[config.mk]
export PLATFORM = sky130hd
export DESIGN_NAME = gsa_ctrl
export DESIGN_NICKNAME = d
export VERILOG_FILES = /design/src/hdl/gsa_pkg.sv /design/src/hdl/gsa_ctrl.sv
export SDC_FILE = /design/constraint.sdc
export NUM_CORES = 1
export LEC_CHECK = 0
export ABC_AREA = 1
export BUFFER_PORTS_ARGS = -buffer_cell sky130_fd_sc_hd__clkbuf_2
export CORE_AREA = 5 5 42 44
export CTS_CLUSTER_DIAMETER = 120
export DETAILED_ROUTE_END_ITERATION = 10
export DIE_AREA = 0 0 47 49
export GPL_TIMING_DRIVEN = 0
export HOLD_SLACK_MARGIN = 0.15
export MAX_ROUTING_LAYER = met4
export SLEW_MARGIN = 20
export SYNTH_ARGS = -nofsm -noshare
export SYNTH_HDL_FRONTEND = slang
export SYNTH_SLANG_ARGS = --single-unit
[constraint.sdc]
create_clock -name clk -period 1.7 [get_ports clk]
set_input_delay 0.51 -clock clk [delete_from_list [all_inputs] [get_ports clk]]
set_output_delay 0.51 -clock clk [all_outputs]
set_load 0.005 [all_outputs]
[src/hdl/gsa_pkg.sv]
// gsa_pkg: request/response structs, command and status codes, controller
// state type and controller/datapath handshake structs for the slot allocator.
// No dependencies.
`default_nettype none

package gsa_pkg;

  // Command codes
  localparam logic [1:0] CMD_CREATE  = 2'd0;
  localparam logic [1:0] CMD_DESTROY = 2'd1;
  localparam logic [1:0] CMD_QUERY   = 2'd2;

  // Status codes
  localparam logic [1:0] ST_OK    = 2'd0;
  localparam logic [1:0] ST_FULL  = 2'd1;
  localparam logic [1:0] ST_RANGE = 2'd2;
  localparam logic [1:0] ST_FREE  = 2'd3;

  typedef struct packed {
    logic [1:0]  cmd;
    logic [15:0] slot_index;
    logic [7:0]  slot_generation;
  } req_t;

  typedef struct packed {
    logic [15:0] out_index;
    logic [7:0]  out_generation;
    logic        alive;
    logic [1:0]  status;
  } rsp_t;

  typedef enum logic [1:0] {
    S_INIT,
    S_IDLE,
    S_EXEC,
    S_CRT
  } state_t;

  // Controller -> datapath
  typedef struct packed {
    logic sweep;          // write one clearing-pass entry
    logic accept;         // capture request, read memories
    logic create_lookup;  // pop head, mark live, read generation of popped slot
    logic finish_simple;  // resolve non-popping request, write back, load result
    logic finish_create;  // load result of a successful create
  } ctl_t;

  // Datapath -> controller
  typedef struct packed {
    logic sweep_last;
    logic create_pop;     // request is create and the queue is not empty
    logic out_busy;       // result register full and not being taken
  } sts_t;

endpackage

`default_nettype wire

[src/hdl/gsa_ctrl.sv]
// gsa_ctrl: sequencer for the slot allocator (clearing pass, accept, execute).
// Depends on gsa_pkg.
`default_nettype none

module gsa_ctrl (
  input  wire logic          clk,
  input  wire logic          rst_n,
  input  wire logic          in_valid,
  output logic               in_ready,
  output gsa_pkg::ctl_t      ctl,
  input  wire gsa_pkg::sts_t sts
);
  import gsa_pkg::*;

  state_t state_r, state_nxt;

  always_ff @(posedge clk) begin
    if (!rst_n) begin
      state_r <= S_INIT;
    end else begin
      state_r <= state_nxt;
    end
  end

  always_comb begin
    state_nxt = state_r;
    ctl       = '0;
    in_ready  = 1'b0;
    unique case (state_r)
      S_INIT: begin
        ctl.sweep = 1'b1;
        if (sts.sweep_last) begin
          state_nxt = S_IDLE;
        end
      end
      S_IDLE: begin
        in_ready   = 1'b1;
        ctl.accept = in_valid;
        if (in_valid) begin
          state_nxt = S_EXEC;
        end
      end
      S_EXEC: begin
        if (sts.create_pop) begin
          ctl.create_lookup = 1'b1;
          state_nxt         = S_CRT;
        end else if (!sts.out_busy) begin
          ctl.finish_simple = 1'b1;
          state_nxt         = S_IDLE;
        end
      end
      S_CRT: begin
        if (!sts.out_busy) begin
          ctl.finish_create = 1'b1;
          state_nxt         = S_IDLE;
        end
      end
      default: begin
        state_nxt = S_INIT;
      end
    endcase
  end

endmodule

`default_nettype wire

# ---- After elaboration in Yosys (flattened, before gate mapping)
# Cells that the tools add are included.
dict set report totals {
  ff_bits 2
  latchBits 0
  ramBits 0
  romBits 0
  input_bits 6
  out_inout_bits 6
  word_cells 21
  memories 0
}
dict set report op_classes {
  add_sub_neg 0
  multipliers 0
  div_mod_pow 0
  magnitude_cmp 0
  eq_ne 5
  shifts 0
  muxes 13
  bitwise 0
  reduce_logical 2
}
# operator n
set ops {}
lappend ops {{2-to-1 mux 2 bit} 5}
lappend ops {{case mux 2 bit (4 select lines)} 1}
lappend ops {{2-to-1 mux 1 bit} 7}
lappend ops {{== test 2 bit, second input constant} 2}
lappend ops {{!= test 2 bit, second input constant} 2}
lappend ops {{== test 2 x 1 -> 1 bit, second input constant} 1}
lappend ops {{logical NOT 2 bit} 1}
lappend ops {{AND reduction 2 bit} 1}

# ---- Longest topological paths before layout
# Gate-level depths: netlist of the first run.
dict set report depth {
  depth_word 3
  ltp_mapped 6
  depth_no_buf 6
}

# ---- Worst setup path before layout of the first run
# OpenSTA, ideal clock, no wires.
dict set report synth_path {
  path_kind {input to output}
  startpoint {in sts[0] in the netlist's numbering}
  endpoint {out ctl[1] in the netlist's numbering}
  arrival_time_ps 773
  t_required_ps 1190
  slack_ps 417
  cell_stages 3
  path_buffers 0
  cell_sequence {inv_1 -> nand2_1 -> nor3_1}
}
# item line
set synth_rtl {}
lappend synth_rtl {{start: declaration} gsa_ctrl.sv:11} ;# input wire gsa_pkg::sts_t sts
lappend synth_rtl {{end: declaration} gsa_ctrl.sv:10} ;# output gsa_pkg::ctl_t ctl,

==> results of run 1 <==
cell usage in the layout, fill, tap and decap left out:
| master | n |
|---|---|
| nor2_2 | 1 |
| nor2_1 | 5 |
| clkbuf_2 | 11 |
| clkbuf_4 | 3 |
| inv_2 | 1 |
| inv_1 | 7 |
| o21ai_0 | 1 |
| dfxtp_1 | 2 |
| a21boi_1 | 1 |
| nor3_1 | 1 |
| nand3_1 | 4 |
| nand2_1 | 9 |
per-layer routing:
layer / track usage [%] / vias up / part of all wire, %
li1: - / 125 / -
met1: 6.35 / 87 / 42
met2: 5.43 / 10 / 39
met3: 6.64 / 0 / 19
met4: 0 / 0 / 0
met5: - / - / 0
cells by family (layout without fill, tap and decap cells):
family                 after synthesis  after routing  synth area share, %
AOI/OAI and AO/OA                    2              2                 7.52
buffers and inverters                8             22                 18.0
DFF                                  2              2                 24.1
and+or+nand+nor                     20             20                 50.4
final cells by class:
cell class	instances	area (sq um)
fill	172	1140
multi-input combinational	22	96.3
timing repair buffer	11	55.1
sequential	2	40.0
inverter	8	30.0
clock buffer	3	22.5
tap	16	20.0
worst register-to-register path: stages, from the launching register on:
cell	delay, ns
dfxtp_1	0.43
nor2_2	0.09
nor2_1	0.10
nand2_1	0.06
nand2_1	0.06
nand2_1	0.05
power groups by stage:
stage	Sequential (mW)	Clock [mW]	Combinational [mW]
after floorplan	0.0876	0	0.117
after global placement	0.0926	0	0.175
after detailed placement	0.0938	0	0.179
after CTS	0.0932	0.110	0.179
after global routing	0.0973	0.123	0.203
final	0.0928	0.105	0.178
final timing paths:
kind	from	endpoint	slack (ns)	cells after the start
worst min register to register	state_r[1]$_SDFFE_PN0P_	state_r[1]$_SDFFE_PN0P_	0.62	4
worst min-delay path	rst_n	state_r[1]$_SDFFE_PN0P_	0.55	3
worst max-delay path	state_r[1]$_SDFFE_PN0P_	ctl[1]	0.18	3
worst max register to register	state_r[0]$_SDFFE_PN0P_	state_r[0]$_SDFFE_PN0P_	0.80	5
==> impl_metrics.yaml, run 1 <==
status:
  status: "finished, final reports clean"
floorplanning:
  io_pins: 12
  initial_core_util_pct: 11.9
  num_rows: 14
  die_w_um: 47
  core_area_sq_mm: 0.00140
  die_area_sq_mm: 0.00230
  die_h_um: 49
power:
  p_sw_mw: 0.159
  clockPowerShare_pct: 27.9
  irDropWorstVdd_mv: 0.602
  p_int_mw: 0.216
  combinationalPowerShare_pct: 47.3
  power.density_mw_per_mm2: 1420
  p_leak_nw: 0.169
  pwr-share-seq_pct: 24.7
  switching_share_pct: 42.4
  finalPower_mw: 0.375
worst_setup_path:
  critPathKind: "reg -> out"
  crit_path_max_fanout: 5
  required_ns: 1.19
  cp-end-kind: "output port"
  crit_arrival_ns: 1.01
  max_stage_delay_ns: 0.38
  worst-path-buf-inv: 1
  cp_cell_sequence: "nand2_1, nor3_1, clkbuf_2"
  cp_top_family: "flip-flops"
  startpoint_type: "register"
  crit_slowest_cell: "dfxtp_1"
global_routing:
  grt_first_pass_wirelength_um: 772
  grt_overflow: 0
  antenna_found_initial: 0
  grt_pass1_vias: 187
  grt_use_total_pct: 5.12
  grt_max_degree: 7
timing:
  grt_setup_unrepaired: "false"
  worst-slew-pin-transition_ns: 0.232
  relSlewSlack_pct: 84.5
  setup_viol: 0
  finalWorstSetupSlack_ns: 0.184
  maxSlewViolCount: 0
  hold_viol: 0
  period_minus_slack_ns: 1.52
  finalCritPeriodShare_pct: 89.2
  setup_tns_ns: 0
  finClkSkew_ns: 0.00527
  clock.fmax_mhz: 660
  worst_hold_slack_ns: 0.546
clock_tree:
  cts_max_path_buffers: 2
  tritoncts: "yes"
  numCtsBuffers: 3
  cts_root_buffer: "clkbuf_4"
  holdBufCountCts: 0
  cts.sinks: 2
  clk_latency_ns: 0.23
  clk_pin_slew_ns: 0.03
  cts_max_level: 1
  cts_resized: 0
  cts_setup_buffers: 0
synthesis:
  syn_area_sq_um: 166
  synth_ff_type: "dfxtp_1"
  synth_seq_cells: 2
  synth_top_area_share_pct: 24.1
  synth_warnings: 0
  synth_nets: 38
  synth.most_common_cell: "nand2_1"
  synth_area_per_cell_sq_um: 5.20
  yosysTopAreaCell: "dfxtp_1"
  synth_enable_flop_cells: 0
  synth_area_leaders: "dfxtp_1 (24%), nand2_1 (20%), inv_1 (16%), nand3_1 (12%), nor2_1 (11%)"
  synth_commonest_cells: "nand2_1 (9), inv_1 (7), nor2_1 (5)"
  async_flop_share_pct: 0
  ys_types: 10
  seq_area_frac_synth_pct: 24.1
  synth_cells: 32
drt:
  viasPerCell: 3.58
  wl_um: 492
  drtIter0Drc: 1
  antenna_left: 0
  wire_per_inst_um: 7.94
  drc_errors: 0
  drt_pass1_iterations: 2
  vias: 222
final_layout:
  area_growth_pct: 58.6
  drive_above_1_share_pct: 34.8
  final_util_pct: 18.8
  largest_reg_flops: 2
  final_nets: 54
  stdcell_count: 62
  fin_area_sq_um: 264
  diodes: 0
  regMostFlops: "state_r"
  top_regs: "state_r: 2 flops"
placed_design:
  io_buffers: 11
  dp_hpwl_um: 397
  dp.cells: 59
  dp_worst_setup_slack_ns: 0.192
  placed_cell_area_sq_um: 241
  gp_congestion: 0.674
flow_run:
  maxCapViolCount: 0
worst_hold_path:
  hp-class: "in -> reg"
Note: power is estimated with default switching activity, not from simulation.
==> run 2, diff against run 1 <==
--- a/config.mk
+++ b/config.mk
@@ -14,6 +14,7 @@
 export GPL_TIMING_DRIVEN = 0
 export HOLD_SLACK_MARGIN = 0.15
 export MAX_ROUTING_LAYER = met4
+export REMOVE_ABC_BUFFERS = 1
 export SLEW_MARGIN = 20
 export SYNTH_ARGS = -nofsm -noshare
 export SYNTH_HDL_FRONTEND = slang
==> constraint.sdc (replaced) <==
create_clock -name clk -period 1.7 [get_ports clk]
set_input_delay 0.51 -clock clk [delete_from_list [all_inputs] [get_ports clk]]
set_output_delay 0.51 -clock clk [all_outputs]
set_load 0.1 [all_outputs]
==> run 2 against run 1 <==
Fmax decreased by 7.6%. Sequential share of layout area decreased by 1.4 points. Combinational power increased to 2.8 times the previous value. Total power increased by 86%. Global-route usage increased by 0.072 points. Core utilization increased by 3.2 points. Hold slack got worse by 0.0068 ns. Final cell count unchanged. Critical path depth increased by 2. Wire length increased by 8.1%. Critical path type is now in -> out. Largest power group unchanged.
==> impl_metrics.yaml, run 2 (synthesis results as in run 1) <==
floorplanning:
  io_pins: 12
  die_h_um: 49
  num_rows: 14
  core_area_sq_mm: 0.00140
  initial_core_util_pct: 11.9
  die_area_sq_mm: 0.00230
  die_w_um: 47
placed_design:
  placed_cell_area_sq_um: 241
  io_buffers: 11
  dp_hpwl_um: 397
  gp_congestion: 0.674
final_layout:
  fin_area_sq_um: 309
  largest_reg_flops: 2
  final_nets: 54
  fillCellCount: 170
  area_growth_pct: 85.7
  drive_above_1_share_pct: 43.5
  regMostFlops: "state_r"
  multi_input_area_sq_um: 104
  diodes: 0
  register_area_sq_um: 42.5
  final_cell_mix: "nand2_1 (9), inv_1 (7), clkbuf_2 (5)"
  final_common_cell: "nand2_1"
  top_regs: "state_r: 2 flops"
drt:
  drt_pass1_iterations: 4
  wire_per_inst_um: 8.58
  drc_errors: 0
  drtIter0Drc: 2
  wl_um: 532
  vias: 234
  antenna_left: 0
  viasPerCell: 3.77
worst_setup_path:
  crit_arrival_ns: 1.13
  crit_slowest_cell: "clkbuf_8"
  crit_path_max_fanout: 3
  required_ns: 1.19
  startpoint_type: "input port"
  cp_cell_sequence: "clkbuf_2, inv_1, nand2_1, nor3_2, clkbuf_8"
  critPathKind: "in -> out"
  max_stage_delay_ns: 0.27
  cp-end-kind: "output port"
global_routing:
  grt_overflow: 0
  grt_max_degree: 7
  grt_use_total_pct: 5.19
  grt_first_pass_wirelength_um: 786
  grt_pass1_vias: 191
  antenna_found_initial: 0
power:
  pwr-share-seq_pct: 14.3
  power.density_mw_per_mm2: 2260
  p_int_mw: 0.259
  finalPower_mw: 0.698
  irDropWorstVdd_mv: 0.663
  p_sw_mw: 0.439
  combinationalPowerShare_pct: 70.7
  p_leak_nw: 0.181
  switching_share_pct: 62.9
  clockPowerShare_pct: 15.0
clock_tree:
  clk_pin_slew_ns: 0.03
  cts_max_level: 1
  cts_setup_buffers: 0
  cts.sinks: 2
  numCtsBuffers: 3
  cts_root_buffer: "clkbuf_4"
  cts_max_path_buffers: 2
  clk_latency_ns: 0.23
  tritoncts: "yes"
  holdBufCountCts: 0
timing:
  clock.fmax_mhz: 610
  relSlewSlack_pct: 79.9
  finalCritPeriodShare_pct: 96.5
  finClkSkew_ns: 0.00551
  period_minus_slack_ns: 1.64
  hold_viol: 0
  setup_viol: 0
  maxSlewViolCount: 0
  worst-slew-pin-transition_ns: 0.303
worst_hold_path:
  hp-class: "in -> reg"
flow_run:
  maxCapViolCount: 0
status:
  status: "finished, final reports clean"
## run 2: cell types whose count changed in the layout (fill, tap and decap cells not counted), sizes merged
| cell | change |
|---|---|
| clkbuf | -3 |
| buf | +3 |
## run 2: final cells by class
type,instances,share of cell area (%)
repair buffers,11,29.1
well taps,16,6.48
flip-flops and latches,2,13.8
multi-input cells,22,33.6
clock buffers,3,7.29
inverters,8,9.72
## run 2: stage by stage
step,utilization (%),TNS (ns),hold slack [ns],setup slack (ns),instances
2_1_floorplan,-,-2.76,0.571,-1.45,32
3_3_place_gp,17.2,-0.271,0.612,-0.152,59
3_5_place_dp,17.2,-0.276,0.619,-0.153,59
4_1_cts,20.9,0,0.533,0.00742,62
5_1_grt,22.1,-0.00751,0.552,-0.00677,62
6_report,22.1,0,0.540,0.0594,62
## run 2: routing by layer
metal	GRT usage, %	share of wire, %	vias to the layer above
li1	-	-	124
met3	6.64	17	0
met2	5.43	42	10
met4	0	0	0
met1	6.56	41	100
met5	-	0	-
## run 2: worst paths after layout
kind | end | slack, ns | from | cells after the start
max | ctl[1] | 0.06 | sts[0] | 5
max reg2reg | state_r[0]$_SDFFE_PN0P_ | 0.85 | state_r[1]$_SDFFE_PN0P_ | 5
min reg2reg | state_r[1]$_SDFFE_PN0P_ | 0.60 | state_r[1]$_SDFFE_PN0P_ | 4
min | state_r[1]$_SDFFE_PN0P_ | 0.54 | rst_n | 3
## run 2: worst max-delay path: cells and delay by family
| family | cells | cell delay [ns] |
|---|---|---|
| buf+inv | 3 | 0.40 |
| simple gates | 2 | 0.22 |
## run 2: power by group through the flow
stage                     clock, mW  combinational, mW  sequential, mW
final                         0.105              0.493          0.0999
after global routing          0.123              0.519           0.104
after CTS                     0.110              0.476          0.0948
after detailed placement          0              0.448          0.0938
after global placement            0              0.444          0.0926
after floorplan                   0              0.388          0.0876
## run 2: timing repair
action / in CTS / in global routing
gates resized for setup: 9 / 8
setup endpoints to repair: 6 / 5
gates cloned: 0 / 0
pin swaps: 0 / 0
==> run 3, diff against run 2 <==
--- a/config.mk
+++ b/config.mk
@@ -7,6 +7,8 @@
 export LEC_CHECK = 0
 export ABC_AREA = 1
 export BUFFER_PORTS_ARGS = -buffer_cell sky130_fd_sc_hd__clkbuf_2
+export CELL_PAD_IN_SITES_DETAIL_PLACEMENT = 0
+export CELL_PAD_IN_SITES_GLOBAL_PLACEMENT = 1
 export CORE_AREA = 5 5 42 44
 export CTS_CLUSTER_DIAMETER = 120
 export DETAILED_ROUTE_END_ITERATION = 10
@@ -14,6 +16,7 @@
 export GPL_TIMING_DRIVEN = 0
 export HOLD_SLACK_MARGIN = 0.15
 export MAX_ROUTING_LAYER = met4
+export PLACE_DENSITY_LB_ADDON = 0.1
 export REMOVE_ABC_BUFFERS = 1
 export SLEW_MARGIN = 20
 export SYNTH_ARGS = -nofsm -noshare
==> run 3 against run 2 <==
Critical path depth is the same. Global-route usage grew 0.43 points. Fmax grew 1.2%. Total power shrank 0.31%. Final area is the same. Sequential cell count is the same. Count of clock-buffer cells in the layout is the same. Die area is the same. Combinational power is essentially flat.
==> impl_metrics.yaml, run 3 (synthesis results as in run 1) <==
status:
  status: "finished, final reports clean"
power:
  finalPower_mw: 0.696
  p_leak_nw: 0.181
  irDropWorstVdd_mv: 0.611
  power.density_mw_per_mm2: 2250
placed_design:
  gp_congestion: 0.731
  dp_worst_setup_slack_ns: -0.168
  dp.cells: 59
  io_buffers: 11
  dp_hpwl_um: 424
  placed_cell_area_sq_um: 241
drt:
  drt_pass1_iterations: 1
  antenna_left: 0
  vias: 227
  drc_errors: 0
  wire_per_inst_um: 8.52
  viasPerCell: 3.66
  wl_um: 528
  drtIter0Drc: 0
timing:
  period_minus_slack_ns: 1.62
  hold_viol: 0
  maxSlewViolCount: 0
  clock.fmax_mhz: 617
  setup_viol: 0
  finalCritPeriodShare_pct: 95.4
  relSlewSlack_pct: 80.0
  finalWorstSetupSlack_ns: 0.0789
  worst-slew-pin-transition_ns: 0.301
  setup_tns_ns: 0
  worst_hold_slack_ns: 0.555
  finClkSkew_ns: 0.00322
  grt_setup_unrepaired: "false"
final_layout:
  largest_reg_flops: 2
  top_regs: "state_r: 2 flops"
  drive_above_1_share_pct: 43.5
  final_common_cell: "nand2_1"
  fin_area_sq_um: 309
  final_nets: 54
  area_growth_pct: 85.7
  regMostFlops: "state_r"
  final_cell_mix: "nand2_1 (9), inv_1 (6), nor2_1 (5), clkbuf_4 (5), clkbuf_2 (5)"
  diodes: 0
  stdcell_count: 62
  final_util_pct: 22.1
clock_tree:
  tritoncts: "yes"
  cts_setup_buffers: 0
  cts_max_path_buffers: 2
  cts.sinks: 2
  cts_root_buffer: "clkbuf_4"
  holdBufCountCts: 0
  cts_max_level: 1
  numCtsBuffers: 3
  clk_pin_slew_ns: 0.03
  clk_latency_ns: 0.22
worst_setup_path:
  r2r-end: "state_r[0]$_SDFFE_PN0P_"
  crit_arrival_ns: 1.11
  reg2reg_slack_ns: 0.88
  max_stage_delay_ns: 0.26
  r2r_cells: 5
  cp-end-kind: "output port"
  cp_top_family: "buffers and inverters"
  startpoint_type: "input port"
  critPathKind: "in -> out"
  cp_cell_sequence: "clkbuf_2, inv_1, nand2_1, nor3_2, clkbuf_8"
  crit_path_max_fanout: 3
  crit_slowest_cell: "clkbuf_8"
  required_ns: 1.19
  worst-path-buf-inv: 3
  timing.rr.start: "state_r[0]$_SDFFE_PN0P_"
floorplanning:
  initial_core_util_pct: 11.9
  num_rows: 14
  die_h_um: 49
  core_area_sq_mm: 0.00140
  io_pins: 12
  die_area_sq_mm: 0.00230
  die_w_um: 47
global_routing:
  met2_usage_pct: 6.33
  grt_util_met3_pct: 1.11
  grt_use_total_pct: 5.62
  gr-max-usage-layer: "met1"
  grt_first_pass_wirelength_um: 883
  use_met1_pct: 7.66
  grt_pass1_vias: 226
  grt_overflow: 0
  antenna_found_initial: 0
  grt_max_degree: 7
worst_hold_path:
  hold_depth: 3
  worstHoldStart: "rst_n"
  hp-class: "in -> reg"
  hold_end: "state_r[1]$_SDFFE_PN0P_"
flow_run:
  maxCapViolCount: 0
-- run 3: area by class of cell --
| type | count | area (sq um) |
|---|---|---|
| sequential | 2 | 42.5 |
| timing repair buffer | 11 | 92.6 |
| inverter | 8 | 30.0 |
| tap | 16 | 20.0 |
| clock buffer | 3 | 22.5 |
| multi-input combinational | 22 | 101 |
| fill | 168 | 1090 |
-- run 3: worst max path at each step --
| stage | depth (start not counted) | to | from | slack [ns] |
|---|---|---|---|---|
| after floorplan | 3 | ctl[1] | sts[0] | -1.45 |
| after global placement | 5 | ctl[1] | sts[0] | -0.15 |
| after detailed placement | 5 | ctl[1] | sts[0] | -0.17 |
| after CTS | 3 | ctl[0] | state_r[0]$_SDFFE_PN0P_ | 0.005 |
| after global routing | 4 | ctl[2] | state_r[0]$_SDFFE_PN0P_ | 0.01 |
| final | 5 | ctl[1] | sts[0] | 0.08 |
-- run 3: where the power goes --
part	switching, mW	internal [mW]
registers	0.0312	0.0694
clock network	0.0263	0.0778
logic	0.377	0.114
-- run 3: worst reg2reg max path, stage by stage (launching register included) --
cell and delay (ns):
dfxtp_2 0.38, nor2_2 0.07, nor2_1 0.10, nand2_1 0.05, nand2_1 0.06, nand2_1 0.05
-- run 3: what timing repair did --
action,in CTS,in global routing
gates resized for setup,11,4
gates cloned,0,0
setup endpoints to repair,6,5
-- run 3: per-layer routing --
| metal | up-vias | wire, um | share of wire, % |
|---|---|---|---|
| li1 | 124 | - | - |
| met1 | 94 | 258 | 49 |
| met2 | 9 | 225 | 43 |
| met3 | 0 | 44 | 8.3 |
| met4 | 0 | 0 | 0 |
| met5 | - | 0 | 0 |
